### src/hw/rtl/sas_pkg.sv
// Shared types, opcodes, state codes and the exp2 fraction table for the
// softmax action sampler. Depends on nothing; sas_dp, sas_ctrl and the top level import it.
package sas_pkg;

    localparam logic [1:0] OP_WRITE  = 2'd0;
    localparam logic [1:0] OP_SAMPLE = 2'd1;
    localparam logic [1:0] OP_PROB   = 2'd2;
    localparam logic [1:0] OP_NONE   = 2'd3;

    localparam logic [1:0] REG_TEMPERATURE = 2'd0;
    localparam logic [1:0] REG_NUM_ACTIONS = 2'd1;

    // log2(e) in Q1.12.
    localparam logic [12:0] LOG2E_Q12 = 13'd5909;

    typedef struct packed {
        logic [1:0]         opcode;
        logic [7:0]         state_index;
        logic [3:0]         action_index;
        logic signed [15:0] q_value;
        logic [15:0]        random_draw;
    } t_in_item;

    typedef struct packed {
        logic        result_kind;
        logic [3:0]  action;
        logic [15:0] probability;
    } t_out_item;

    typedef enum logic [3:0] {
        ST_IDLE, ST_DISP, ST_MAX_A, ST_MAX_B, ST_W_A, ST_W_B, ST_W_DIV, ST_W_WR,
        ST_THR, ST_S_A, ST_S_B, ST_P_SET, ST_P_RD, ST_P_DS, ST_P_DIV, ST_FIN
    } t_state;

    typedef enum logic [1:0] {OS_SAMPLE, OS_USAMPLE, OS_PROB, OS_ZERO} t_osel;
    typedef enum logic [1:0] {DS_WEIGHT, DS_PROB, DS_UNIF} t_dsel;

    typedef struct packed {
        logic  load;
        logic  idx_clr;
        logic  idx_inc;
        logic  idx_act;
        logic  max_acc;
        logic  div_start;
        t_dsel div_sel;
        logic  w_wr;
        logic  thr_load;
        logic  run_acc;
        logic  out_load;
        t_osel out_sel;
    } t_cmd;

    typedef struct packed {
        logic [1:0] op;
        logic       tau_zero;
        logic       act_ok;
        logic       idx_last;
        logic       div_busy;
        logic       run_gt;
    } t_stat;

    // round(65536 * 2^(-f/16))
    function automatic logic [16:0] frac_pow2(input logic [3:0] f);
        logic [16:0] v;
        unique case (f)
            4'd0:  v = 17'd65536;
            4'd1:  v = 17'd62757;
            4'd2:  v = 17'd60096;
            4'd3:  v = 17'd57548;
            4'd4:  v = 17'd55109;
            4'd5:  v = 17'd52773;
            4'd6:  v = 17'd50535;
            4'd7:  v = 17'd48393;
            4'd8:  v = 17'd46341;
            4'd9:  v = 17'd44376;
            4'd10: v = 17'd42495;
            4'd11: v = 17'd40693;
            4'd12: v = 17'd38968;
            4'd13: v = 17'd37316;
            4'd14: v = 17'd35734;
            4'd15: v = 17'd34219;
            default: v = 17'd65536;
        endcase
        return v;
    endfunction

endpackage

### src/hw/rtl/sas_ctrl.sv
// Sequencer of the softmax action sampler: walks the passes over a Q row and
// owns the channel handshakes. Depends on sas_pkg.
module sas_ctrl (
    input  logic           i_clk,
    input  logic           i_rst_n,
    input  logic           i_in_valid,
    input  logic           i_out_stall,
    input  sas_pkg::t_stat i_stat,
    output logic           o_in_stall,
    output logic           o_out_valid,
    output sas_pkg::t_cmd  o_cmd
);
    import sas_pkg::*;

    t_state r_state, n_state;
    t_osel  r_osel, n_osel;
    logic   r_ovalid, n_ovalid;
    logic   out_free;

    always_ff @(posedge i_clk) begin
        if (!i_rst_n) begin
            r_state  <= ST_IDLE;
            r_osel   <= OS_ZERO;
            r_ovalid <= 1'b0;
        end else begin
            r_state  <= n_state;
            r_osel   <= n_osel;
            r_ovalid <= n_ovalid;
        end
    end

    always_comb begin
        n_state  = r_state;
        n_osel   = r_osel;
        o_cmd    = '0;
        out_free = !r_ovalid || !i_out_stall;
        n_ovalid = r_ovalid && i_out_stall;
        unique case (r_state)
            ST_IDLE: begin
                if (i_in_valid) begin
                    o_cmd.load = 1'b1;
                    n_state    = ST_DISP;
                end
            end
            ST_DISP: begin
                priority if (i_stat.op == OP_SAMPLE && i_stat.tau_zero) begin
                    n_osel  = OS_USAMPLE;
                    n_state = ST_FIN;
                end else if (i_stat.op == OP_SAMPLE) begin
                    n_state = ST_MAX_A;
                end else if (i_stat.op == OP_PROB && !i_stat.act_ok) begin
                    n_osel  = OS_ZERO;
                    n_state = ST_FIN;
                end else if (i_stat.op == OP_PROB && i_stat.tau_zero) begin
                    o_cmd.div_start = 1'b1;
                    o_cmd.div_sel   = DS_UNIF;
                    n_state         = ST_P_DIV;
                end else if (i_stat.op == OP_PROB) begin
                    n_state = ST_MAX_A;
                end else begin
                    n_state = ST_IDLE;
                end
            end
            ST_MAX_A: n_state = ST_MAX_B;
            ST_MAX_B: begin
                o_cmd.max_acc = 1'b1;
                if (i_stat.idx_last) begin
                    o_cmd.idx_clr = 1'b1;
                    n_state       = ST_W_A;
                end else begin
                    o_cmd.idx_inc = 1'b1;
                    n_state       = ST_MAX_A;
                end
            end
            ST_W_A: n_state = ST_W_B;
            ST_W_B: begin
                o_cmd.div_start = 1'b1;
                o_cmd.div_sel   = DS_WEIGHT;
                n_state         = ST_W_DIV;
            end
            ST_W_DIV: begin
                if (!i_stat.div_busy) begin
                    n_state = ST_W_WR;
                end
            end
            ST_W_WR: begin
                o_cmd.w_wr = 1'b1;
                if (!i_stat.idx_last) begin
                    o_cmd.idx_inc = 1'b1;
                    n_state       = ST_W_A;
                end else if (i_stat.op == OP_SAMPLE) begin
                    n_state = ST_THR;
                end else begin
                    n_state = ST_P_SET;
                end
            end
            ST_THR: begin
                o_cmd.thr_load = 1'b1;
                o_cmd.idx_clr  = 1'b1;
                n_state        = ST_S_A;
            end
            ST_S_A: n_state = ST_S_B;
            ST_S_B: begin
                o_cmd.run_acc = 1'b1;
                if (i_stat.run_gt || i_stat.idx_last) begin
                    n_osel  = OS_SAMPLE;
                    n_state = ST_FIN;
                end else begin
                    o_cmd.idx_inc = 1'b1;
                    n_state       = ST_S_A;
                end
            end
            ST_P_SET: begin
                o_cmd.idx_act = 1'b1;
                n_state       = ST_P_RD;
            end
            ST_P_RD: n_state = ST_P_DS;
            ST_P_DS: begin
                o_cmd.div_start = 1'b1;
                o_cmd.div_sel   = DS_PROB;
                n_state         = ST_P_DIV;
            end
            ST_P_DIV: begin
                if (!i_stat.div_busy) begin
                    n_osel  = OS_PROB;
                    n_state = ST_FIN;
                end
            end
            ST_FIN: begin
                if (out_free) begin
                    o_cmd.out_load = 1'b1;
                    o_cmd.out_sel  = r_osel;
                    n_ovalid       = 1'b1;
                    n_state        = ST_IDLE;
                end
            end
            default: n_state = ST_IDLE;
        endcase
    end

    assign o_in_stall  = (r_state != ST_IDLE);
    assign o_out_valid = r_ovalid;
endmodule

### config.mk
export PLATFORM = sky130hd
export DESIGN_NAME = sas_ctrl
export DESIGN_NICKNAME = d
export VERILOG_FILES = /design/src/hw/rtl/sas_pkg.sv /design/src/hw/rtl/sas_ctrl.sv
export SDC_FILE = /design/constraint.sdc
export NUM_CORES = 1
export LEC_CHECK = 0
export BUFFER_PORTS_ARGS = -buffer_cell sky130_fd_sc_hd__buf_4
export CAP_MARGIN = 20
export CORE_MARGIN = 3
export CORE_UTILIZATION = 50
export CTS_BUF_LIST = sky130_fd_sc_hd__clkbuf_4
export CTS_CLUSTER_DIAMETER = 200
export DETAILED_ROUTE_END_ITERATION = 16
export GPL_TIMING_DRIVEN = 0
export MAX_ROUTING_LAYER = met4
export PLACE_DENSITY = 0.81
export SLEW_MARGIN = 20
export SYNTH_ARGS = -nofsm -noshare
export SYNTH_HDL_FRONTEND = slang
export SYNTH_SLANG_ARGS = --single-unit
### constraint.sdc
create_clock -name i_clk -period 2.2 [get_ports i_clk]
set_clock_uncertainty 0.05 [all_clocks]
set_input_delay 0.44 -clock i_clk [delete_from_list [all_inputs] [get_ports i_clk]]
set_output_delay 0.44 -clock i_clk [all_outputs]
set_load 0.1 [all_outputs]
==> impl_metrics.py, run 1 <==
metrics = {
    "detailed_routing": {
        "routed_wl_um": 2230,
        "drt_iter0_drc": 49,
        "route.vias.total": 901,
        "viasPerCell": 6.39,
        "ant_nets": 0,
        "routedWlPerCell_um": 15.8,
        "drc": 0,
        "dr.pass1.iters": 4,
    },
    "clocking": {
        "post_cts.repair.setup_buffers": 0,
        "clkSlewWorstSetupHoldPaths_ns": 0.04,
        "cts_buffers": 3,
        "cts_tree": "done",
        "clk_path_buf_depth": 2,
        "cts_num_sinks": 7,
        "clockRootBuffer": "clkbuf_4",
        "clock_latency_ns": 0.25,
        "cts-htree-levels": 1,
    },
    "synth": {
        "syn_nets": 110,
        "synth_mux_area_share_pct": 0,
        "yosys_warnings": 0,
        "ys_types": 41,
        "yosys.area_share.simple_pct": 40.1,
        "yosysTopAreaCellShare_pct": 19.2,
        "synth_xor_area_share_pct": 0,
        "synth_edf_count": 0,
        "yosysTopAreaCell": "dfxtp_1",
        "synth_ff_type": "dfxtp_1",
        "ys_async_sr_fraction_pct": 0,
        "yosysSeqAreaShare_pct": 19.2,
        "synth_top_family_by_area": "simple AND/OR/NAND/NOR gates",
        "syn_area_um2": 729,
        "synth_area_per_cell_um2": 7.52,
        "synth_cells": 97,
        "synthTopCellsByArea": "dfxtp_1 (19%), a2111oi_4 (3.8%), nand2_1 (3.6%)",
        "synth-seq-cells": 7,
        "synth_fa_ha_area_share_pct": 3.43,
        "synth_compound_area_share_pct": 29.8,
    },
    "setup_path": {
        "crit_fanout": 5,
        "timing_worst_setup_path_type": "input port to output port",
        "cp.required_ns": 1.71,
        "start_kind": "input port",
        "end_kind": "output port",
        "ff2ff_path_depth": 4,
        "crit_arrival_ns": 1.64,
    },
    "global_routing": {
        "antenna_found_initial": 0,
        "grt_first_pass_wirelength_um": 3660,
        "grt_util_all_layers_pct": 26.3,
        "grt_overflow": 0,
        "grt_max_degree": 11,
        "grt_pass1_vias": 797,
    },
    "timing": {
        "period_share_pct": 97.0,
        "worstMarginPinSlew_ns": 0.517,
        "tns_ns": 0,
        "fin_crit_ns": 2.13,
        "maxSlewHeadroom_pct": 64.7,
        "finalMaxSlewViolations": 0,
        "rsz0062_at_grt": "false",
        "hold_ws_ns": 0.420,
        "hold_viol_final": 0,
        "max_freq_mhz": 468,
        "finalSetupViolCount": 0,
    },
    "placement": {
        "post-dp-hpwl_um": 1710,
        "dp_cells": 137,
        "place.gp.congestion": 0.921,
        "io_buffer_count": 25,
    },
    "floorplanning": {
        "die-area_mm2": 0.00195,
        "std_cell_rows": 13,
        "core-area_mm2": 0.00133,
        "die_w_um": 44.2,
        "die_h_um": 44.2,
        "start_util_pct": 54.7,
        "io_pins": 27,
    },
    "pwr": {
        "power_density_mw_per_mm2": 353,
        "p_leak_nw": 0.457,
        "vdd_ir_drop_max_v": 0.000326,
    },
    "cells_and_area": {
        "finalNonFillerCells": 141,
        "fin_nets": 140,
        "layout_common_cells": "buf_4 (19), buf_6 (8), nand2_1 (7)",
        "antennaDiodeCount": 0,
        "area_growth_pct": 49.9,
        "fillers": 92,
        "layout_commonest_cell": "buf_4",
        "drive_above_1_share_pct": 46.8,
    },
    "min_path": {
        "hold_depth": 2,
        "hold_path_class": "input port to register",
    },
    "outcome": {
        "outcome": "completed",
    },
    "run": {
        "cap_violations": 0,
    },
}
-- power by group --
part | internal [W] | total [W] | switching (W)
Combinational | 0.0000437 | 0.000128 | 0.0000841
Sequential | 0.000130 | 0.000136 | 0.00000577
Clock | 0.0000811 | 0.000123 | 0.0000417
-- synthesized netlist by cell type (2+ instances only) --
library cell  n
dfxtp_1       7
nand2_1       7
inv_1         6
nor2_1        6
a21oi_1       4
and2_1        4
buf_2         4
nand4_1       4
and3_1        3
clkbuf_1      3
nand2b_1      3
nor3_1        3
o21ai_0       3
o21ai_1       3
a211oi_1      2
a21boi_0      2
a21o_1        2
a22oi_1       2
and3b_1       2
ha_1          2
nand4b_1      2
nor2b_1       2
o31ai_1       2
or2_2         2
-- cell type report --
cell class	count	area (um2)	share of cell area, %
Inverter	6	22.5	2.06
Timing Repair Buffer	25	210	19.2
Tap cell	15	18.8	1.72
Buffer	7	60.1	5.49
Multi-Input combinational cell	77	603	55.1
Clock buffer	4	30.0	2.75
Sequential cell	7	149	13.6
-- registers in the layout, indices dropped and copies added (netlist names) --
| name | flops |
|---|---|
| o_out_valid | 1 |
| r_state | 4 |
| r_osel | 2 |
-- cells by family after synthesis --
logic type,Yosys count
and+or+nand+nor,47
AOI/OAI and AO/OA,28
buffers and inverters,13
DFF,7
adders and majority gates,2
-- metrics by stage --
step	util, %	power, W	instance area [um2]	setup slack (ns)
2_1_floorplan	-	0.000226	827	-0.280
3_3_place_gp	77.5	0.000261	1030	0.0499
3_5_place_dp	77.5	0.000262	1030	0.0352
4_1_cts	80.0	0.000390	1070	0.0251
5_1_grt	82.0	0.000409	1090	0.00243
6_report	82.0	0.000386	1090	0.0653
-- worst max-delay path: stages --
cell	delay (ns)
buf_4	0.11
ha_1	0.24
nor4b_1	0.28
and4_4	0.27
a21o_4	0.08
buf_6	0.21
-- path summary, 6_finish.rpt --
check	to	startpoint	slack, ns
worst max-delay path	o_cmd[8]	i_stat[5]	0.07
worst min-delay path	r_osel[1]	i_rst_n	0.42
worst max register to register	r_state[3]	r_state[2]	0.57
worst min register to register	r_osel[1]	r_osel[1]	0.43
-- repair_timing --
| item | in CTS | in global routing |
|---|---|---|
| endpoints found under the setup margin | 1 | 9 |
| hold buffers | 0 | 0 |
| resized for setup | 1 | 10 |
| pin swaps | 0 | 1 |
-- per-layer routing --
layer / GRT usage [%] / wire length, um / vias to the layer above
li1: - / - / 422
met1: 32.8 / 879 / 434
met2: 41.0 / 1150 / 41
met3: 3.25 / 178 / 4
met4: 13.9 / 25 / 0
met5: - / 0 / -
Note: power is estimated with default switching activity, not from simulation.
==> run 2: changes to the inputs <==
Settings changed: CORE_MARGIN 3 to default.
==> run 2 against run 1 <==
Wire length fell by 2.8%. First-iteration DRC count shrank 63%. Critical path depth shrank 2. Fmax up 0.12%. Worst setup slack better by 0.0025 ns. Die area decreased by 17%.
==> impl_metrics.py, run 2 (same netlist as run 1, synthesis figures left out) <==
metrics = {
    "global_routing": {
        "grt_overflow": 0,
        "grt_first_pass_wirelength_um": 3190,
        "grt_pass1_vias": 742,
        "grt_use_met2_pct": 48.8,
        "grt.met1_usage_pct": 39.6,
        "met3_usage_pct": 0.556,
        "grt_busiest_layer": "met2",
        "antenna_found_initial": 0,
        "grt_max_degree": 11,
        "grt_util_all_layers_pct": 29.8,
    },
    "clocking": {
        "clkSlewWorstSetupHoldPaths_ns": 0.04,
        "cts_buffers": 3,
        "cts_tree": "done",
        "cts_num_sinks": 7,
        "clockRootBuffer": "clkbuf_4",
        "hold_buffers": 0,
        "clock_latency_ns": 0.24,
        "clk_path_buf_depth": 2,
        "cts-htree-levels": 1,
    },
    "pwr": {
        "power.switching_w": 0.000132,
        "vdd_ir_drop_max_v": 0.000390,
        "p_leak_nw": 0.458,
        "p_total_w": 0.000387,
        "pwr-share-clk_pct": 31.5,
        "combPwrFrac_pct": 33.5,
        "power_density_mw_per_mm2": 356,
        "p_sw_share_pct": 34.2,
        "seqPwrFrac_pct": 35.0,
        "p_int_w": 0.000254,
    },
    "placement": {
        "post-dp-hpwl_um": 1660,
        "io_buffer_count": 25,
        "placed_area_mm2": 0.00103,
        "place.gp.congestion": 0.903,
    },
    "cells_and_area": {
        "area_growth_pct": 48.7,
        "regMostFlops": "r_state",
        "multi_input_area_um2": 609,
        "final_cell_area_mm2": 0.00108,
        "layout_commonest_cell": "buf_4",
        "fillers": 92,
        "largest_register_ffs": 4,
        "antennaDiodeCount": 0,
        "fin_util_pct": 81.3,
        "layout_common_cells": "buf_4 (23), nand2_1 (7), inv_1 (6)",
        "seqCellArea_um2": 148,
        "fin_nets": 140,
        "drive_above_1_share_pct": 46.8,
    },
    "setup_path": {
        "crit_arrival_ns": 1.64,
        "timing_worst_setup_path_type": "register to output port",
        "start_kind": "register",
        "r2r_start": "r_state[3]",
        "ff2ff_path_depth": 5,
        "crit_start": "r_state[0]",
        "cp.required_ns": 1.71,
        "end_kind": "output port",
        "crit_fanout": 10,
    },
    "run": {
        "cap_violations": 0,
    },
    "floorplanning": {
        "io_pins": 27,
        "core-area_mm2": 0.00133,
        "die_w_um": 40.2,
        "start_util_pct": 54.7,
        "std_cell_rows": 13,
        "die_h_um": 40.2,
        "die-area_mm2": 0.00162,
    },
    "timing": {
        "maxSlewHeadroom_pct": 60.4,
        "max_freq_mhz": 469,
        "worstMarginPinSlew_ns": 0.579,
        "finalSetupViolCount": 0,
        "finalMaxSlewViolations": 0,
        "hold_viol_final": 0,
        "period_share_pct": 96.9,
        "fin_crit_ns": 2.13,
    },
    "detailed_routing": {
        "viasPerCell": 6.39,
        "drc": 0,
        "routed_wl_um": 2170,
        "dr.pass1.iters": 4,
        "ant_nets": 0,
        "routedWlPerCell_um": 15.4,
        "route.vias.total": 901,
        "drt_iter0_drc": 18,
    },
    "min_path": {
        "hold_depth": 2,
        "hold_path_class": "input port to register",
        "hold_start": "i_rst_n",
    },
    "outcome": {
        "outcome": "completed",
    },
}
==> run 2: power by group through the flow <==
stage / registers (W) / clock network [W] / logic, W
4_1_cts: 0.000135 / 0.000128 / 0.000127
5_1_grt: 0.000135 / 0.000131 / 0.000137
2_1_floorplan: 0.000135 / 0 / 0.0000903
3_3_place_gp: 0.000137 / 0 / 0.000124
6_report: 0.000135 / 0.000122 / 0.000130
3_5_place_dp: 0.000137 / 0 / 0.000126
==> run 2: stage by stage <==
stage	instances	hold slack, ns	setup TNS (ns)	setup slack, ns
after CTS	141	0.403	0	0.0240
after global placement	137	0.411	0	0.0503
after global routing	141	0.418	-0.00808	-0.00604
final	141	0.413	0	0.0678
after floorplan	97	0.382	-0.677	-0.280
after detailed placement	137	0.425	0	0.0331
==> run 2: area by class of cell <==
class,instances,area share [%]
Buffer,7,5.31
Clock buffer,4,2.77
Inverter,6,2.08
Multi-Input combinational cell,77,56.2
Sequential cell,7,13.6
Tap cell,15,1.73
Timing Repair Buffer,25,18.3
==> run 2: critical path, cell delays in order, from the launching register on <==
cell and delay (ns):
dfxtp_1 0.46, clkbuf_4 0.28, nand2_1 0.18, o31ai_4 0.24, buf_8 0.23
==> run 2: worst paths after layout <==
path | end | slack, ns
min reg2reg | r_osel[1] | 0.44
max reg2reg | r_state[2] | 0.56
min | r_osel[0] | 0.41
max | o_cmd[11] | 0.07
==> run 2: layer usage <==
layer | routed length, um | up-vias
li1 | - | 424
met1 | 925 | 425
met2 | 1070 | 50
met3 | 161 | 2
met4 | 14 | 0
met5 | 0 | -
==> run 2: timing repair <==
| item | 4_1_cts | 5_1_grt |
|---|---|---|
| buffers inserted | 0 | 0 |
| gates resized for setup | 1 | 6 |
| hold endpoints to repair | 0 | 0 |
| setup endpoints to repair | 1 | 6 |
| pin swaps | 0 | 0 |
